`src/design/lzwd_pkg.sv`:
```
package lzwd_pkg;

   localparam int HIST_DEPTH = 128;
   localparam int HIST_AW    = $clog2(HIST_DEPTH);
   localparam int BYTE_W     = 8;
   localparam int DATA_W     = 32;
   localparam int OCNT_W     = 3;
   localparam int TOTAL_W    = 24;

   // header bytes below this start a literal run, the rest are back-offsets
   localparam logic [BYTE_W-1:0] LIT_LIMIT = 8'd128;

endpackage

```
`src/design/lzwd_req_if.sv`:
```
interface lzwd_req_if;

   logic                             valid;
   logic                             ready;
   logic [lzwd_pkg::BYTE_W-1:0]      in_byte;

   modport source (output valid, output in_byte, input ready);
   modport sink   (input valid, input in_byte, output ready);

endinterface

```
`src/design/lzwd_rsp_if.sv`:
```
interface lzwd_rsp_if;

   logic                             valid;
   logic                             ready;
   logic [lzwd_pkg::DATA_W-1:0]      out_data;
   logic [lzwd_pkg::OCNT_W-1:0]      out_count;
   logic                             last;
   logic                             stream_end;
   logic [lzwd_pkg::TOTAL_W-1:0]     total_out;
   logic [lzwd_pkg::TOTAL_W-1:0]     total_in;

   modport source (output valid, output out_data, output out_count, output last,
                   output stream_end, output total_out, output total_in, input ready);
   modport sink   (input valid, input out_data, input out_count, input last,
                   input stream_end, input total_out, input total_in, output ready);

endinterface

```
`src/design/lz_window_decompressor.sv`:
```
// channel    dir   payload                                                word
// req_chan   in    in_byte                                                one compressed byte
// rsp_chan   out   out_data, out_count, last, stream_end, total_out/in    up to LANES bytes
//
// Header, offset, literal and length bytes are each accepted in S_IDLE.
// A copy of L bytes goes through the history RAM byte by byte (S_READ, then S_WRITE back)
// plus an S_EMIT step per result word; the registered RAM read sets this pace.
// The history valid bits clear at reset, so no clearing pass: ready right after reset.
// A stalled result register holds req_chan off in idle and holds a copy at its next emit.
module lz_window_decompressor #(
   parameter int LANES      = 4,
   parameter int COUNT_BITS = 24
) (
   input  logic           clock,
   input  logic           reset,
   lzwd_req_if.sink       req_chan,
   lzwd_rsp_if.source     rsp_chan
);
   import lzwd_pkg::*;

   localparam int LC_W = $clog2(LANES + 1);

   typedef enum logic [1:0] {PH_HEADER, PH_LITERAL, PH_LENGTH} phase_type;
   typedef enum logic [1:0] {S_IDLE, S_READ, S_WRITE, S_EMIT} state_type;

   function automatic logic [COUNT_BITS-1:0] sat_inc(input logic [COUNT_BITS-1:0] v);
      sat_inc = (v == '1) ? v : v + 1'b1;
   endfunction

   state_type                 state_ff, state_in;
   phase_type                 phase_ff, phase_in;
   logic [HIST_AW-1:0]        wp_ff, wp_in;
   logic [BYTE_W-1:0]         lit_left_ff, lit_left_in;
   logic [HIST_AW-1:0]        copy_off_ff, copy_off_in;
   logic [BYTE_W-1:0]         copy_left_ff, copy_left_in;
   logic [LANES*BYTE_W-1:0]   lane_buf_ff, lane_buf_in;
   logic [LC_W-1:0]           lane_cnt_ff, lane_cnt_in;
   logic [COUNT_BITS-1:0]     produced_ff, produced_in;
   logic [COUNT_BITS-1:0]     consumed_ff, consumed_in;

   logic                      rsp_valid_ff, rsp_valid_in;
   logic [DATA_W-1:0]         rsp_data_ff, rsp_data_in;
   logic [OCNT_W-1:0]         rsp_count_ff, rsp_count_in;
   logic                      rsp_last_ff, rsp_last_in;
   logic                      rsp_end_ff, rsp_end_in;
   logic [TOTAL_W-1:0]        rsp_tout_ff, rsp_tout_in;
   logic [TOTAL_W-1:0]        rsp_tin_ff, rsp_tin_in;

   // history RAM
   logic [BYTE_W-1:0]         hist_mem [HIST_DEPTH];
   logic [HIST_DEPTH-1:0]     hist_vld_ff;
   logic                      mem_we;
   logic [HIST_AW-1:0]        mem_waddr;
   logic [BYTE_W-1:0]         mem_wdata;
   logic [HIST_AW-1:0]        mem_raddr;
   logic [BYTE_W-1:0]         rd_data_ff;
   logic                      rd_vld_ff;
   logic [BYTE_W-1:0]         copy_byte;

   logic                      rsp_free;
   logic                      req_accept;

   assign rsp_free   = !rsp_valid_ff || rsp_chan.ready;
   assign req_chan.ready = (state_ff == S_IDLE) && rsp_free;
   assign req_accept = req_chan.valid && req_chan.ready;

   assign mem_raddr = wp_ff + copy_off_ff;
   assign copy_byte = rd_vld_ff ? rd_data_ff : '0;

   always_ff @(posedge clock) begin
      if (mem_we) begin
         hist_mem[mem_waddr] <= mem_wdata;
      end
      rd_data_ff <= hist_mem[mem_raddr];
   end

   // never-written entries read as zero
   always_ff @(posedge clock) begin
      if (reset) begin
         hist_vld_ff <= '0;
         rd_vld_ff   <= 1'b0;
      end else begin
         if (mem_we) begin
            hist_vld_ff[mem_waddr] <= 1'b1;
         end
         rd_vld_ff <= hist_vld_ff[mem_raddr];
      end
   end

   always_comb begin
      state_in     = state_ff;
      phase_in     = phase_ff;
      wp_in        = wp_ff;
      lit_left_in  = lit_left_ff;
      copy_off_in  = copy_off_ff;
      copy_left_in = copy_left_ff;
      lane_buf_in  = lane_buf_ff;
      lane_cnt_in  = lane_cnt_ff;
      produced_in  = produced_ff;
      consumed_in  = consumed_ff;
      rsp_valid_in = rsp_valid_ff && !rsp_chan.ready;
      rsp_data_in  = rsp_data_ff;
      rsp_count_in = rsp_count_ff;
      rsp_last_in  = rsp_last_ff;
      rsp_end_in   = rsp_end_ff;
      rsp_tout_in  = rsp_tout_ff;
      rsp_tin_in   = rsp_tin_ff;
      mem_we       = 1'b0;
      mem_waddr    = wp_ff;
      mem_wdata    = copy_byte;

      case (state_ff)
         S_IDLE: begin
            if (req_accept) begin
               consumed_in = sat_inc(consumed_ff);
               case (phase_ff)
                  PH_LITERAL: begin
                     mem_we       = 1'b1;
                     mem_wdata    = req_chan.in_byte;
                     wp_in        = wp_ff + 1'b1;
                     produced_in  = sat_inc(produced_ff);
                     rsp_valid_in = 1'b1;
                     rsp_data_in  = DATA_W'(req_chan.in_byte);
                     rsp_count_in = OCNT_W'(1);
                     rsp_last_in  = 1'b1;
                     rsp_end_in   = 1'b0;
                     rsp_tout_in  = '0;
                     rsp_tin_in   = '0;
                     lit_left_in  = lit_left_ff - 1'b1;
                     if (lit_left_ff == BYTE_W'(1)) begin
                        phase_in = PH_HEADER;
                     end
                  end
                  PH_LENGTH: begin
                     phase_in = PH_HEADER;
                     if (req_chan.in_byte == '0) begin
                        rsp_valid_in = 1'b1;
                        rsp_data_in  = '0;
                        rsp_count_in = '0;
                        rsp_last_in  = 1'b1;
                        rsp_end_in   = 1'b1;
                        rsp_tout_in  = TOTAL_W'(produced_ff);
                        rsp_tin_in   = TOTAL_W'(sat_inc(consumed_ff));
                        produced_in  = '0;
                        consumed_in  = '0;
                     end else begin
                        copy_left_in = req_chan.in_byte;
                        lane_cnt_in  = '0;
                        lane_buf_in  = '0;
                        state_in     = S_READ;
                     end
                  end
                  default: begin
                     if (req_chan.in_byte < LIT_LIMIT) begin
                        lit_left_in = req_chan.in_byte + 1'b1;
                        phase_in    = PH_LITERAL;
                     end else begin
                        copy_off_in = req_chan.in_byte[HIST_AW-1:0];
                        phase_in    = PH_LENGTH;
                     end
                  end
               endcase
            end
         end
         S_READ: begin
            state_in = S_WRITE;
         end
         S_WRITE: begin
            // write lands before the next read, so overlapping copies see it
            mem_we       = 1'b1;
            wp_in        = wp_ff + 1'b1;
            produced_in  = sat_inc(produced_ff);
            for (int i = 0; i < LANES; i++) begin
               if (lane_cnt_ff == LC_W'(i)) begin
                  lane_buf_in[i*BYTE_W +: BYTE_W] = copy_byte;
               end
            end
            lane_cnt_in  = lane_cnt_ff + 1'b1;
            copy_left_in = copy_left_ff - 1'b1;
            if ((lane_cnt_ff + 1'b1 == LC_W'(LANES)) || (copy_left_ff == BYTE_W'(1))) begin
               state_in = S_EMIT;
            end else begin
               state_in = S_READ;
            end
         end
         S_EMIT: begin
            if (rsp_free) begin
               rsp_valid_in = 1'b1;
               rsp_data_in  = DATA_W'(lane_buf_ff);
               rsp_count_in = OCNT_W'(lane_cnt_ff);
               rsp_last_in  = (copy_left_ff == '0);
               rsp_end_in   = 1'b0;
               rsp_tout_in  = '0;
               rsp_tin_in   = '0;
               lane_buf_in  = '0;
               lane_cnt_in  = '0;
               state_in     = (copy_left_ff == '0) ? S_IDLE : S_READ;
            end
         end
         default: begin
            state_in = S_IDLE;
         end
      endcase
   end

   always_ff @(posedge clock) begin
      if (reset) begin
         state_ff     <= S_IDLE;
         phase_ff     <= PH_HEADER;
         wp_ff        <= '0;
         lit_left_ff  <= '0;
         copy_off_ff  <= '0;
         copy_left_ff <= '0;
         lane_cnt_ff  <= '0;
         produced_ff  <= '0;
         consumed_ff  <= '0;
         rsp_valid_ff <= 1'b0;
      end else begin
         state_ff     <= state_in;
         phase_ff     <= phase_in;
         wp_ff        <= wp_in;
         lit_left_ff  <= lit_left_in;
         copy_off_ff  <= copy_off_in;
         copy_left_ff <= copy_left_in;
         lane_cnt_ff  <= lane_cnt_in;
         produced_ff  <= produced_in;
         consumed_ff  <= consumed_in;
         rsp_valid_ff <= rsp_valid_in;
      end
      lane_buf_ff  <= lane_buf_in;
      rsp_data_ff  <= rsp_data_in;
      rsp_count_ff <= rsp_count_in;
      rsp_last_ff  <= rsp_last_in;
      rsp_end_ff   <= rsp_end_in;
      rsp_tout_ff  <= rsp_tout_in;
      rsp_tin_ff   <= rsp_tin_in;
   end

   assign rsp_chan.valid      = rsp_valid_ff;
   assign rsp_chan.out_data   = rsp_data_ff;
   assign rsp_chan.out_count  = rsp_count_ff;
   assign rsp_chan.last       = rsp_last_ff;
   assign rsp_chan.stream_end = rsp_end_ff;
   assign rsp_chan.total_out  = rsp_tout_ff;
   assign rsp_chan.total_in   = rsp_tin_ff;

   a_write_after_read: assert property (@(posedge clock) disable iff (reset)
      state_ff == S_WRITE |-> $past(state_ff) == S_READ)
      else $error("history write without a read the cycle before");

   a_emit_nonempty: assert property (@(posedge clock) disable iff (reset)
      state_ff == S_EMIT |-> lane_cnt_ff != '0)
      else $error("emitting an empty word");

   a_copy_phase: assert property (@(posedge clock) disable iff (reset)
      state_ff != S_IDLE |-> phase_ff == PH_HEADER)
      else $error("copy running outside header phase");

   a_copy_left: assert property (@(posedge clock) disable iff (reset)
      (state_ff == S_READ || state_ff == S_WRITE) |-> copy_left_ff != '0)
      else $error("copy step with nothing left");

endmodule
```
`src/flat_wrapper.sv`:
```
// flat-port wrapper written by rule: the top's interface ports become plain ports
module lz_window_decompressor_flat import lzwd_pkg::*;
#(
   parameter int LANES      = 4,
   parameter int COUNT_BITS = 24
)
  (clock, reset, req_chan_valid, req_chan_in_byte, req_chan_ready, rsp_chan_valid, rsp_chan_out_data, rsp_chan_out_count, rsp_chan_last, rsp_chan_stream_end, rsp_chan_total_out, rsp_chan_total_in, rsp_chan_ready);
  lzwd_req_if req_chan_i ();
  lzwd_rsp_if rsp_chan_i ();
  input  logic clock;
  input  logic reset;
  input wire logic [$bits(req_chan_i.valid)-1:0] req_chan_valid;
  input wire logic [$bits(req_chan_i.in_byte)-1:0] req_chan_in_byte;
  output wire logic [$bits(req_chan_i.ready)-1:0] req_chan_ready;
  output wire logic [$bits(rsp_chan_i.valid)-1:0] rsp_chan_valid;
  output wire logic [$bits(rsp_chan_i.out_data)-1:0] rsp_chan_out_data;
  output wire logic [$bits(rsp_chan_i.out_count)-1:0] rsp_chan_out_count;
  output wire logic [$bits(rsp_chan_i.last)-1:0] rsp_chan_last;
  output wire logic [$bits(rsp_chan_i.stream_end)-1:0] rsp_chan_stream_end;
  output wire logic [$bits(rsp_chan_i.total_out)-1:0] rsp_chan_total_out;
  output wire logic [$bits(rsp_chan_i.total_in)-1:0] rsp_chan_total_in;
  input wire logic [$bits(rsp_chan_i.ready)-1:0] rsp_chan_ready;
  assign req_chan_i.valid = req_chan_valid;
  assign req_chan_i.in_byte = req_chan_in_byte;
  assign req_chan_ready = req_chan_i.ready;
  assign rsp_chan_valid = rsp_chan_i.valid;
  assign rsp_chan_out_data = rsp_chan_i.out_data;
  assign rsp_chan_out_count = rsp_chan_i.out_count;
  assign rsp_chan_last = rsp_chan_i.last;
  assign rsp_chan_stream_end = rsp_chan_i.stream_end;
  assign rsp_chan_total_out = rsp_chan_i.total_out;
  assign rsp_chan_total_in = rsp_chan_i.total_in;
  assign rsp_chan_i.ready = rsp_chan_ready;
  lz_window_decompressor #(.LANES(LANES), .COUNT_BITS(COUNT_BITS)) u_core (.clock(clock), .reset(reset), .req_chan(req_chan_i), .rsp_chan(rsp_chan_i));
endmodule
```
`config.mk`:
```
export PLATFORM = sky130hd
export DESIGN_NAME = lz_window_decompressor_flat
export DESIGN_NICKNAME = d
export VERILOG_FILES = /design/src/design/lzwd_pkg.sv /design/src/design/lzwd_req_if.sv /design/src/design/lzwd_rsp_if.sv /design/src/design/lz_window_decompressor.sv /design/src/flat_wrapper.sv
export SDC_FILE = /design/constraint.sdc
export NUM_CORES = 2
export LEC_CHECK = 0
export BUFFER_PORTS_ARGS = -buffer_cell sky130_fd_sc_hd__buf_2
export CAP_MARGIN = 25
export CORE_UTILIZATION = 45
export CTS_BUF_LIST = sky130_fd_sc_hd__clkbuf_2
export DETAILED_ROUTE_END_ITERATION = 8
export SLEW_MARGIN = 5
export SYNTH_ARGS = -nofsm -noshare
export SYNTH_HDL_FRONTEND = slang
export SYNTH_SLANG_ARGS = --single-unit
```
`constraint.sdc`:
```
create_clock -name clock -period 15 [get_ports clock]
set_input_delay 2.25 -clock clock [delete_from_list [all_inputs] [get_ports clock]]
set_output_delay 2.25 -clock clock [all_outputs]
set_load 0.02 [all_outputs]
```
# Yosys cells after proc, flatten, opt, wreduce, memory -nomap -nowiden
# Memories as Yosys holds them, arrays and structs flattened. A register that Yosys moved wholly into a read port is not among the register bits.
# Index checks and enable logic that the tools add are counted.
dict set report op_classes {
  muxes 87
  n_reduce_logical 31
  eq_ne 25
  n_lt_le_gt_ge 4
  bitwise 4
  n_addsub 8
}
# operator n
set ops {}
lappend ops {{$pmux 24 s2} 6}
lappend ops {{$mux 24} 11}
lappend ops {{$mux 32} 7}
lappend ops {{$or 128x128->128} 1}
lappend ops {{$pmux 32 s2} 2}
lappend ops {{$mux 8} 12}
lappend ops {{$pmux 32 s3} 1}
lappend ops {{$add 24x1->24 const B} 2}
lappend ops {{$eq 24x24->1 const B} 2}
lappend ops {{$pmux 8 s2} 2}
lappend ops {{$reduce_and 6->1} 4}
lappend ops {{$mux 3} 7}
lappend ops {{$reduce_and 4->1} 5}
lappend ops {{$eq 8x1->1 const B} 2}
lappend ops {{$logic_not 8->1} 2}
lappend ops {{$lt 7x8->1 const B} 2}
lappend ops {{$sub 8x1->8 const B} 2}
lappend ops {{$mux 1} 15}
lappend ops {{$mux 2} 7}
lappend ops {{$mux 7} 2}
lappend ops {{$ne 2x1->1 const B} 7}
lappend ops {{$pmux 1 s2} 7}
lappend ops {{$pmux 7 s2} 1}
lappend ops {{$pmux 3 s2} 2}
lappend ops {{30 further kinds} 48}
dict set report totals {
  ramBits 1024
  input_bits 12
  word_cells 182
  n_memories 1
  register_bits 332
  out_inout_bits 87
}
# memory depth width read_ports rd_clocked_by_memory_dff write_ports line
set memory_table {}
lappend memory_table {u_core.hist_mem 128 8 1 1 1 lz_window_decompressor.sv:50} ;# logic [BYTE_W-1:0] hist_mem [HIST_DEPTH];

# Depth between registers and ports, before layout
dict set report depth {
  ltp_word 8
  mapped_depth 13
  mapped_depth_nobuf 10
}

# Worst setup path after synthesis
# Ideal clock, no wire load.
dict set report synth_path {
  path_type {input -> register}
  startpoint {in rsp_chan_ready}
  endpoint {mem u_core.hist_mem[0][5] (data pin)}
  required_ps 13804
  cell_stages 5
  arrival_ps 7994
  setup_time_ps 1196
  setup_slack_ps 5809
  cell_sequence {nand2b_1 and4_1 buf_2 clkbuf_1 o21ai_0}
}
dict set report synth_via {
  elab_chain_len 5
}
# element line
set synth_lines {}
lappend synth_lines {{from (decl)} flat_wrapper.sv:22} ;# input wire logic [$bits(rsp_chan_i.ready)-1:0] rsp_chan_ready;
lappend synth_lines {{$logic_or 1x1->1} lz_window_decompressor.sv:63} ;# assign rsp_free = !rsp_valid_ff || rsp_chan.ready;
lappend synth_lines {{$logic_and 1x1->1} lz_window_decompressor.sv:64} ;# assign req_chan.ready = (state_ff == S_IDLE) && rsp_free;
lappend synth_lines {{$logic_and 1x1->1} lz_window_decompressor.sv:65} ;# assign req_accept = req_chan.valid && req_chan.ready;
lappend synth_lines {{$mux 8} lz_window_decompressor.sv:114} ;# if (req_accept) begin
lappend synth_lines {{$mux 8} lz_window_decompressor.sv:112} ;# case (state_ff)
lappend synth_lines {{net u_core.mem_wdata[5]} lz_window_decompressor.sv:54} ;# logic [BYTE_W-1:0] mem_wdata;
lappend synth_lines {{to (decl)} lz_window_decompressor.sv:50}
# The timed path passes the listed nets, and every way through them passes these cells.

# Worst setup path after layout
dict set report layout_path {
  startpoint {in rsp_chan_ready}
  endpoint {out req_chan_ready}
}
dict set report layout_via {
  elab_chain_len 2
}
# element line
set layout_lines {}
lappend layout_lines {{$logic_or 1x1->1} lz_window_decompressor.sv:63}
lappend layout_lines {{$logic_and 1x1->1} lz_window_decompressor.sv:64}
lappend layout_lines {{to (decl)} flat_wrapper.sv:14} ;# output wire logic [$bits(req_chan_i.ready)-1:0] req_chan_ready;
# Every way passes these cells.

==> run summary <==
The most frequent cell after synthesis is sky130_fd_sc_hd__edfxtp_1. TritonCTS built the clock tree. Sorting the synthesized cells by how often they occur yields sky130_fd_sc_hd__edfxtp_1, sky130_fd_sc_hd__nor2_1, sky130_fd_sc_hd__mux4_2. The max-capacitance violation count is 0.

The total overflow left after global routing is 0. The clock sink count came out at 1,364. Final hold analysis gives a worst-case slack of 0.475 ns.

The area growth from synthesis to layout is 10.3%. The count of nets left with antenna violations once routing finished came out at 0. The portion of total power attributed to sequential cells is 53.1%. The clock passes through at most 4 buffers. The chip height came out at 349 µm. The setup skew after layout came out at 0.208 ns. The number of register bits inferred by synthesis came out at 1,364. In the synthesized netlist the async set-or-reset flop fraction comes to 0%.

The number of endpoints with negative hold slack in the final report came out at 0. The cell taking the most area after synthesis is sky130_fd_sc_hd__edfxtp_1. The clock network fraction of total power is 30.5%. The total clock buffers created by CTS came out at 351. The sequential area share after synthesis is 71.3%. The max-slew violation total from the final report is 0. The minimum period implied by the final worst setup slack is 5.25 ns. After detailed routing, the average wire length per cell comes to 24.9 µm. The via count is 30,100. The part of the total power dissipated in combinational logic came out at 16.4%. The signal arrival time at the worst endpoint is 3.00 ns. The static leakage came out at 19.6 nW. The total length of routed wires came out at 133,000 µm. Setup total negative slack on the finished layout was measured at 0 ns.

The floorplan step defined a core boundary enclosing 120,000 µm². The run finished with clean final reports. The weighted congestion reported at the end of routability-driven placement came out at 0.819.

Measured along the x axis, the die boundary spans 349 µm. The analysis attributes to net switching a power of 2.34 mW. In the synthesized netlist the dominant register cell turns out to be sky130_fd_sc_hd__edfxtp_1. The die covers 122,000 µm². Across the VDD grid, the largest voltage drop is 0.0922 mV.

Headroom to the max-slew limit came out at 26.0%. The synthesized cell area came out at 54,300 µm². Leaving out filler cells and counting taps, the final layout contains 5,333. Power spread over the standard cell area amounts to 136 nW/µm².

The number of hold buffers added after CTS was 0. The number of gates resized after CTS was 0. The number of nets handed over by synthesis was 3,141.

By area the synthesized netlist is led by sky130_fd_sc_hd__edfxtp_1, sky130_fd_sc_hd__mux4_2, sky130_fd_sc_hd__dfxtp_1. The final setup violation count came out at 0. The area share of the leading cell type in the synthesized netlist is 63.1%. The critical path startpoint category is an input port. The maximum frequency from static timing analysis came out at 190 MHz.

Of the total power, the share spent switching nets is 28.6%. Setup repair after global routing left no endpoint under its margin. The mean instance size in the synthesized netlist came out at 17.5 µm². The number of levels in the clock H-tree is 5. The number of global-route vias before repair is 30,600. Data on the critical path is required at its endpoint by 12.75 ns. The buffers inserted during post-CTS setup optimization is 0. The type of the worst setup path is input port to output pin. The initial core utilization came out at 45.3%. The site row count came out at 127. The path class of the tightest hold or removal check is register to register. For this run, the number of Yosys warnings is 0. The length of the first detailed-routing pass in iterations came out at 5.

CTS placed an instance of sky130_fd_sc_hd__clkbuf_2 at the clock tree root. The DRC violations left is 0. The final cycle utilization of the critical path is 35.0%. The gate count of the mapped netlist came out at 3,101.

The worst setup path is captured at an output pin. The initial antenna violation count came out at 2. The detailed placement HPWL came out at 80,300 µm. Clock-pin slew was measured on the worst setup and hold paths at 0.09 ns. The post-route netlist has 29.9% of its cells at a drive strength greater than 1. The clock latency at the later pin of the worst-skew pair is 1.61 ns. The post-detailed-route via-to-cell ratio came out at 5.65. In this run, distinct cell masters in the synthesized netlist total 70.

For this block, the initial DRC count from the detailed router was 2,918. 99 I/O pins were placed. Entering global routing, the biggest net connects 136 pins.

The first-pass GRT wire length is 198,000 µm. The number of nets in the final layout came out at 3,483. The cell total after placement is 4,697. The internal power came out at 5.83 mW.

The total routing resource utilization after global routing came out at 22.0%. The largest fanout on the critical path is 4. The number of flops mapped to enable cells by yosys is 1,141. The count of buffers added on input and output ports is 98.

For the pin with the worst max-slew slack, the measured transition is 1.11 ns.
## sequential cells by signal, indices dropped and copies added (netlist names), 8 cells and up
name / count
u_core.hist_vld_ff: 128
u_core.hist_mem: 1024
u_core.copy_left_ff: 8
u_core.rd_data_ff: 8
u_core.rsp_chan.out_data: 32
u_core.lit_left_ff: 8
u_core.consumed_ff: 24
u_core.produced_ff: 24
u_core.rsp_chan.total_in: 24
u_core.lane_buf_ff: 32
u_core.rsp_chan.total_out: 24
## cells by family (layout without fill, tap and decap cells)
| group | after synthesis | after routing | share of synthesized area (%) |
|---|---|---|---|
| flops | 1364 | 1364 | 71.3 |
| simple gates | 791 | 791 | 6.68 |
| xor+xnor | 59 | 59 | 0.966 |
| buf+inv | 197 | 807 | 1.75 |
| other cells | 0 | 10 | 0 |
| mux | 414 | 414 | 15.8 |
| fa+ha+maj | 28 | 28 | 0.659 |
| compound gates | 248 | 248 | 2.85 |
## path summary, 6_finish.rpt
path	slack, ns	endpoint	cells after the start	start
max	9.75	req_chan_ready	4	rsp_chan_ready
min	0.48	u_core.rsp_chan.out_data[16]	1	u_core.lane_buf_ff[16]
min reg2reg	0.48	u_core.rsp_chan.out_data[16]	1	u_core.lane_buf_ff[16]
max reg2reg	9.97	u_core.rd_data_ff[2]	8	u_core.mem_waddr[1]
## through the flow
stage | cell area [µm²] | power [mW] | setup WS, ns | utilization, %
floorplan | 54300 | 5.36 | 5.81 | -
global placement | 56500 | 5.74 | 9.23 | 47.2
detailed placement | 56600 | 5.78 | 9.09 | 47.2
CTS | 59700 | 8.26 | 9.63 | 49.9
global route | 59900 | 8.53 | 9.49 | 50.0
finish | 59900 | 8.17 | 9.75 | 50.0
## final cells by class
cell class                 count  area, µm²
inverter                      32        120
timing repair buffer         154       1060
fill                       10100      59900
clock inverter                84        478
multi-input combinational   1540      14800
antenna                       10       25.0
clock buffer                 537       2690
sequential                  1364      38700
tap                         1612       2020
## power by group through the flow
stage	Clock, mW	Sequential, mW	Combinational [mW]
2_1_floorplan	0	4.47	0.895
3_3_place_gp	0	4.42	1.32
3_5_place_dp	0	4.43	1.35
4_1_cts	2.57	4.34	1.35
5_1_grt	2.75	4.35	1.43
6_report	2.49	4.34	1.34
## worst max-delay path: stages
cell and delay (ns):
sky130_fd_sc_hd__buf_2 0.11, sky130_fd_sc_hd__nor2b_1 0.35, sky130_fd_sc_hd__nor2_1 0.11, sky130_fd_sc_hd__buf_2 0.18
## metal layers
metal | GRT usage (%) | vias to the layer above | part of all wire [%]
li1 | - | 13100 | -
met4 | 7.98 | 0 | 2.6
met3 | 4.19 | 245 | 7.2
met2 | 34.7 | 1348 | 48
met5 | 0 | - | 0
met1 | 30.6 | 15400 | 42
## cells in the final DEF (no fill, tap or decap), drive strengths merged, types with 5 or more instances in the layout
| master | n |
|---|---|
| and4 | 8 |
| nand3b | 6 |
| a22o | 10 |
| a21oi | 105 |
| nand2b | 7 |
| o21ai | 54 |
| diode | 10 |
| buf | 154 |
| nand4 | 9 |
| clkinv | 75 |
| o22ai | 6 |
| a21o | 5 |
| ha | 27 |
| or3 | 16 |
| nand3 | 39 |
| and3 | 24 |
| a22oi | 16 |
| mux4 | 352 |
| a221oi | 11 |
| nor2b | 9 |
| a31oi | 9 |
| dfxtp | 223 |
| nand2 | 93 |
| o31ai | 8 |
| xnor2 | 41 |
| and2 | 49 |
| xor2 | 18 |
| nor4 | 16 |
| nor3b | 6 |
| mux2i | 61 |
| nor3 | 27 |
| clkbuf | 537 |
| inv | 33 |
| nor2 | 468 |
| edfxtp | 1141 |
| a211oi | 9 |
| bufinv | 5 |
Power figures use the tool's default switching activity.
